<file path="src/gcsp_pkg.sv">
// ----------------------------------------------------------------------------
// gcsp_pkg
// Types and constants of the game controller serial port pair.
// ----------------------------------------------------------------------------
package gcsp_pkg;

	typedef enum logic [1:0] {
		OP_STROBE = 2'd0,
		OP_READ   = 2'd1,
		OP_LATCH  = 2'd2,
		OP_NONE   = 2'd3
	} opcode_t;

	typedef enum logic [2:0] {
		REG_VENDING  = 3'd0,
		REG_FOUR     = 3'd1,
		REG_PORT0    = 3'd2,
		REG_PORT1    = 3'd3,
		REG_DIP      = 3'd4
	} cfg_index_t;

	localparam int unsigned POS_W = 5;
	localparam logic [POS_W-1:0] POS_MAX = 5'd31;
	localparam logic [POS_W-1:0] SIG_POS = 5'd19;
	localparam logic [7:0] BUS_MASK = 8'hC0;
	localparam logic [7:0] DIP_HI_MASK = 8'hFC;
	localparam logic [7:0] COIN_BIT = 8'h04;

	typedef struct packed {
		opcode_t    opcode;
		logic       port_select;
		logic       strobe_bit;
		logic [1:0] bus_high_bits;
		logic       coin_active;
		logic [7:0] pad_one;
		logic [7:0] pad_two;
		logic [7:0] pad_three;
		logic [7:0] pad_four;
	} item_t;

	typedef struct packed {
		logic       we;
		cfg_index_t index;
		logic [7:0] data;
	} cfg_wr_t;

endpackage

</file>
<file path="src/gcsp_core.sv">
// ----------------------------------------------------------------------------
// gcsp_core
// Port state, configuration registers and the read logic for one item.
// ----------------------------------------------------------------------------
module gcsp_core import gcsp_pkg::*; (
	input  logic       clk,
	input  logic       arst_n,
	input  cfg_wr_t    cfg,
	input  logic       fire,
	input  item_t      item,
	output logic [7:0] result
);

	logic                 vending_q;
	logic                 four_q;
	logic                 port0_q;
	logic                 port1_q;
	logic [7:0]           dip_q;
	logic [POS_W-1:0]     pos_q [2];
	logic                 prev_strobe_q;
	logic [7:0]           pad_q [4];

	logic                 w;
	logic [POS_W-1:0]     p;
	logic                 present;
	logic [1:0]           pad_idx;
	logic                 pad_bit;
	logic                 std_b;
	logic                 advance;
	logic [POS_W-1:0]     p_inc;
	logic                 rewind;

	always_comb begin
		w       = item.port_select;
		p       = pos_q[w];
		present = w ? port1_q : port0_q;
		pad_idx = {(p >= 5'd8) && !vending_q, w};
		pad_bit = pad_q[pad_idx][p[2:0]];
		p_inc   = (p == POS_MAX) ? POS_MAX : p + 5'd1;
		std_b   = (p >= 5'd16) ? 1'b0 : pad_bit;
		if (!four_q) begin
			if (p >= 5'd8) begin
				std_b = 1'b1;
			end
		end else if (p == SIG_POS - {4'd0, w}) begin
			std_b = 1'b1;
		end
		result  = 8'd0;
		advance = 1'b0;
		rewind  = 1'b0;
		unique case (item.opcode)
			OP_STROBE: begin
				rewind = prev_strobe_q && !item.strobe_bit;
			end
			OP_READ: begin
				if (vending_q) begin
					if (present) begin
						if (p < 5'd8) begin
							result[0] = pad_bit;
							advance   = 1'b1;
						end else begin
							result[0] = 1'b1;
						end
					end
					if (!w) begin
						result[4:3] = dip_q[1:0];
						if (item.coin_active) begin
							result = result | COIN_BIT;
						end
					end else begin
						result = result | (dip_q & DIP_HI_MASK);
					end
				end else begin
					if (present) begin
						result[0] = std_b;
						advance   = 1'b1;
					end
					result[7:6] = item.bus_high_bits;
				end
			end
			default: begin
			end
		endcase
	end

	always_ff @(posedge clk or negedge arst_n) begin
		if (!arst_n) begin
			vending_q <= 1'b0;
			four_q    <= 1'b0;
			port0_q   <= 1'b1;
			port1_q   <= 1'b1;
			dip_q     <= 8'd0;
		end else if (cfg.we) begin
			unique case (cfg.index)
				REG_VENDING: vending_q <= cfg.data[0];
				REG_FOUR:    four_q    <= cfg.data[0];
				REG_PORT0:   port0_q   <= cfg.data[0];
				REG_PORT1:   port1_q   <= cfg.data[0];
				REG_DIP:     dip_q     <= cfg.data;
				default: begin
				end
			endcase
		end
	end

	always_ff @(posedge clk or negedge arst_n) begin
		if (!arst_n) begin
			pos_q[0]      <= '0;
			pos_q[1]      <= '0;
			prev_strobe_q <= 1'b0;
			pad_q[0]      <= 8'd0;
			pad_q[1]      <= 8'd0;
			pad_q[2]      <= 8'd0;
			pad_q[3]      <= 8'd0;
		end else if (fire) begin
			if (item.opcode == OP_STROBE) begin
				prev_strobe_q <= item.strobe_bit;
			end
			if (rewind) begin
				pos_q[0] <= '0;
				pos_q[1] <= '0;
			end else if (advance) begin
				pos_q[w] <= p_inc;
			end
			if (item.opcode == OP_LATCH) begin
				pad_q[0] <= item.pad_one;
				pad_q[1] <= item.pad_two;
				pad_q[2] <= item.pad_three;
				pad_q[3] <= item.pad_four;
			end
		end
	end

endmodule

</file>
<file path="src/game_controller_serial_port.sv">
// ----------------------------------------------------------------------------
// game_controller_serial_port
// Two serially read controller ports with four-player and coin-op formats.
// ----------------------------------------------------------------------------
// One beat is taken per clock while the output is not stalled. A beat is
// registered at the input and evaluated against the port state in the cycle
// in which its byte is loaded into the output register, which happens as soon
// as the output is free. While a result waits on out_ready, the input register
// takes one more beat and then holds in_ready low until the result moves. The
// rate is one beat per cycle while out_ready is high. There is no clearing
// pass after reset.
module game_controller_serial_port import gcsp_pkg::*; (
	input  logic       clk,
	input  logic       arst_n,
	input  logic       cfg_write,
	input  logic [2:0] cfg_index,
	input  logic [7:0] cfg_data,
	input  logic       in_valid,
	output logic       in_ready,
	input  logic [1:0] opcode,
	input  logic       port_select,
	input  logic       strobe_bit,
	input  logic [1:0] bus_high_bits,
	input  logic       coin_active,
	input  logic [7:0] pad_one,
	input  logic [7:0] pad_two,
	input  logic [7:0] pad_three,
	input  logic [7:0] pad_four,
	output logic       out_valid,
	input  logic       out_ready,
	output logic [7:0] read_data
);

	logic       valid_s1;
	item_t      item_s1;
	logic       out_valid_q;
	logic [7:0] read_data_q;
	logic       adv;
	logic [7:0] result;
	cfg_wr_t    cfg;

	assign cfg.we    = cfg_write;
	assign cfg.index = cfg_index_t'(cfg_index);
	assign cfg.data  = cfg_data;

	assign adv       = valid_s1 && (!out_valid_q || out_ready);
	assign in_ready  = !valid_s1 || adv;
	assign out_valid = out_valid_q;
	assign read_data = read_data_q;

	always_ff @(posedge clk or negedge arst_n) begin
		if (!arst_n) begin
			valid_s1 <= 1'b0;
		end else if (in_ready) begin
			valid_s1 <= in_valid;
		end
	end

	always_ff @(posedge clk) begin
		if (in_ready && in_valid) begin
			item_s1.opcode        <= opcode_t'(opcode);
			item_s1.port_select   <= port_select;
			item_s1.strobe_bit    <= strobe_bit;
			item_s1.bus_high_bits <= bus_high_bits;
			item_s1.coin_active   <= coin_active;
			item_s1.pad_one       <= pad_one;
			item_s1.pad_two       <= pad_two;
			item_s1.pad_three     <= pad_three;
			item_s1.pad_four      <= pad_four;
		end
	end

	gcsp_core u_core (
		.clk    (clk),
		.arst_n (arst_n),
		.cfg    (cfg),
		.fire   (adv),
		.item   (item_s1),
		.result (result)
	);

	always_ff @(posedge clk or negedge arst_n) begin
		if (!arst_n) begin
			out_valid_q <= 1'b0;
		end else if (adv) begin
			out_valid_q <= 1'b1;
		end else if (out_ready) begin
			out_valid_q <= 1'b0;
		end
	end

	always_ff @(posedge clk) begin
		if (adv) begin
			read_data_q <= result;
		end
	end

endmodule

</file>
<file path="config.mk">
export PLATFORM = sky130hd
export DESIGN_NAME = game_controller_serial_port
export DESIGN_NICKNAME = d
export VERILOG_FILES = /design/src/gcsp_pkg.sv /design/src/gcsp_core.sv /design/src/game_controller_serial_port.sv
export SDC_FILE = /design/constraint.sdc
export NUM_CORES = 1
export LEC_CHECK = 0
export ABC_AREA = 1
export ABC_CLOCK_PERIOD_IN_PS = 2730
export BUFFER_PORTS_ARGS = -buffer_cell sky130_fd_sc_hd__buf_2
export CORE_MARGIN = 10
export CORE_UTILIZATION = 30
export DETAILED_ROUTE_END_ITERATION = 8
export PLACE_DENSITY = 0.46
export SYNTH_ARGS = -nofsm -noshare
export SYNTH_HDL_FRONTEND = slang
export SYNTH_HIERARCHICAL = 1
export SYNTH_SLANG_ARGS = --single-unit
export TNS_END_PERCENT = 20
</file>
<file path="constraint.sdc">
create_clock -name clk -period 2.73 [get_ports clk]
set_clock_uncertainty 0.05 [all_clocks]
set_input_delay 0.273 -clock clk [delete_from_list [all_inputs] [get_ports clk]]
set_output_delay 0.273 -clock clk [all_outputs]
set_load 0.01 [all_outputs]
</file>
==> results.sh <==
export IMPL_diodes=0
export IMPL_numPortBuffers=64
export IMPL_max_slew_margin_pct=50.1
export IMPL_vdd_drop_max_uv=370
export IMPL_cellPowerDensity_nw_per_um2=829
export IMPL_synth_area_um2=4380
export IMPL_cts_buffers=9
export IMPL_drt_wirelength_per_cell_um=14.5
export IMPL_synthFlopType="dfrtp_1"
export IMPL_synth_top_area_share_pct=32.2
export IMPL_ys_seq_area_share_pct=64.9
export IMPL_synthToLayoutAreaGrowth_pct=18.5
export IMPL_fin_crit_ns=2.03
export IMPL_first_pass_iters=4
export IMPL_cp_start_kind="flip-flop"
export IMPL_hp_class="primary input to async pin"
export IMPL_pre_cts_slack_ns=0.695
export IMPL_dp_hpwl_um=6330
export IMPL_io_pins=65
export IMPL_regToRegStartpoint="item_s1[36]"
export IMPL_antenna_found_initial=0
export IMPL_clkPwrFrac_pct=30.3
export IMPL_row_count=44
export IMPL_arrival_ns=2.21
export IMPL_final_cell_mix="82 x nand2_1, 64 x buf_2, 55 x dfrtp_1"
export IMPL_cts_setup_buffers=0
export IMPL_rsz0062_at_grt="no"
export IMPL_pwr_share_seq_pct=48.3
export IMPL_status="finished clean"
export IMPL_die_w_um=141
export IMPL_clk_latency_ns=0.35
export IMPL_cp_endpoint="u_core/pos_q[5]"
export IMPL_path_max_fanout=24
export IMPL_die_area_um2=19800
export IMPL_critPathCaptureType="flip-flop"
export IMPL_synthArstFlopShare_pct=54.8
export IMPL_finalSetupTns_ns=0
export IMPL_internal_power_mw=3.05
export IMPL_nNetsFinal=488
export IMPL_ctsHoldBuffers=0
export IMPL_grt_pass1_vias=3039
export IMPL_vias_per_cell=4.47
export IMPL_grt_max_degree=58
export IMPL_finalSetupViolations=0
export IMPL_htree_levels=3
export IMPL_period_share_pct=74.3
export IMPL_synth_area_leaders="edfxtp_1 32%, dfrtp_1 31%, mux2_2 10%, nand2_1 7.0%, nand3_1 3.5%"
export IMPL_grt_ovfl_total=0
export IMPL_yosysTopAreaCell="edfxtp_1"
export IMPL_clk_pin_slew_worst_paths_ns=0.07
export IMPL_start_util_pct=30.4
export IMPL_finalWirelength_um=9000
export IMPL_required_ns=2.91
export IMPL_final_max_slew_viol_count=0
export IMPL_path_class="flip-flop to flip-flop"
export IMPL_clock_path_buffers=2
export IMPL_synth_cells=361
export IMPL_drcViolationCount=0
export IMPL_cts_tree="yes"
export IMPL_drtIter0Drc=116
export IMPL_ant_nets=0
export IMPL_track_usage_pct=9.46
export IMPL_die_h_um=141
export IMPL_r2r_setup_slack_ns=0.70
export IMPL_power_switching_mw=1.25
export IMPL_clkSinkCount=104
export IMPL_rr_worst_depth=8
export IMPL_cts_resized=0
export IMPL_grt_first_pass_wirelength_um=15000
export IMPL_leakagePower_nw=2.28
export IMPL_cts_root_buffer="clkbuf_16"
export IMPL_synth_edf_count=47
export IMPL_tightest_slew_ns=0.748
export IMPL_layout_setup_ws_ns=0.702
export IMPL_drive_gt1_share_pct=33.7
export IMPL_synth_fp_nets=418
export IMPL_r2r_end="u_core/pos_q[5]"
export IMPL_vias=2769
export IMPL_synth_cell_types=34
export IMPL_yosys_warnings=6
export IMPL_ys_seq_elements=104
export IMPL_swShare_pct=29.0
export IMPL_crit_start="item_s1[36]"
export IMPL_layout_commonest_cell="nand2_1"
export IMPL_maxCapViolations=0
export IMPL_gp_congestion=0.814
export IMPL_finalHoldViolCount=0
export IMPL_fmax_ghz=0.493
export IMPL_core_um2=14400
export IMPL_avgSynthCellArea_um2=12.1
export IMPL_combPwrFrac_pct=21.4
## metal layers
layer  track usage, %  wire [µm]  part of all wire (%)  vias to the layer above
met1             11.6       4220                    47                     1318
met3             3.12        406                   4.5                       15
met2             14.8       4180                    47                       63
met5                0          0                     0                        -
li1                 -          -                     -                     1373
met4             4.02        188                   2.1                        0
## worst max-delay path: stages, from the launching register on
cell and delay (ns):
edfxtp_1 0.40, inv_2 0.37, nand2_1 0.18, nand2_4 0.16
a21oi_1 0.08, o21ai_1 0.17, nand2_2 0.11, nor2_1 0.26
o22ai_1 0.13
## Yosys cell counts (5+ instances only)
library cell  number
o21ai_0            7
buf_2              6
inv_2              5
a21oi_1           10
dfrtp_1           55
mux2_2            39
nand2_1           82
nand3_1           31
nor2_1            13
o22ai_1            7
inv_1             21
edfxtp_1          47
## how the worst min path moves through the flow
| stage | cells past startpoint | to | start | slack [ns] |
|---|---|---|---|---|
| floorplan | 0 | out_valid | arst_n | -0.07 |
| detailed placement | 1 | item_s1[15] | pad_three[7] | 0.40 |
| finish | 2 | u_core/pad_q[25] | arst_n | 0.02 |
| global route | 1 | item_s1[7] | pad_four[7] | 0.02 |
| global placement | 1 | item_s1[20] | pad_two[4] | 0.40 |
| CTS | 1 | item_s1[20] | pad_two[4] | 0.03 |
## stage by stage
stage / power, mW / hold slack [ns] / instances / utilization [%] / cell area, µm²
after floorplan: 2.78 / -0.0726 / 361 / - / 4380
after global placement: 3.02 / 0.400 / 604 / 33.9 / 4890
after detailed placement: 3.04 / 0.401 / 604 / 33.9 / 4890
after CTS: 4.36 / 0.0255 / 620 / 36.0 / 5190
after global routing: 4.56 / 0.0246 / 620 / 36.0 / 5190
final: 4.30 / 0.0182 / 620 / 36.0 / 5190
## layout make-up
class | count | area, µm²
Tap cell | 184 | 230
Clock inverter | 6 | 66.3
Timing Repair Buffer | 69 | 358
Multi-Input combinational cell | 221 | 1370
Fill cell | 1447 | 9240
Inverter | 26 | 97.6
Sequential cell | 104 | 2840
Clock buffer | 10 | 229
## power groups by stage
| stage | Clock (mW) | Sequential, mW | Combinational [mW] |
|---|---|---|---|
| floorplan | 0 | 2.07 | 0.709 |
| global placement | 0 | 2.11 | 0.915 |
| detailed placement | 0 | 2.12 | 0.925 |
| CTS | 1.35 | 2.08 | 0.929 |
| global route | 1.40 | 2.12 | 1.04 |
| finish | 1.30 | 2.08 | 0.920 |
## cells by family (layout without fill, tap and decap cells)
| family | count (synthesis) | in the layout | synth area share (%) |
|---|---|---|---|
| AOI/OAI and AO/OA | 37 | 37 | 5.40 |
| xor gates and xnor gates | 1 | 1 | 0.200 |
| adders and majority gates | 2 | 2 | 0.571 |
| buffers and inverters | 36 | 111 | 3.94 |
| DFF | 104 | 104 | 64.9 |
| muxes | 40 | 40 | 10.3 |
| other | 1 | 1 | 0.0856 |
| and+or+nand+nor | 140 | 140 | 14.7 |
## state kept, by name, indices dropped and copies added (netlist names)
signal                flops
u_core/port1_q            1
valid_s1                  1
u_core/pad_q             32
u_core/four_q             1
item_s1                  39
u_core/vending_q          1
u_core/prev_strobe_q      1
read_data                 8
u_core/dip_q              8
u_core/port0_q            1
u_core/pos_q             10
out_valid                 1
No activity file was read; power rests on OpenSTA's default activity.
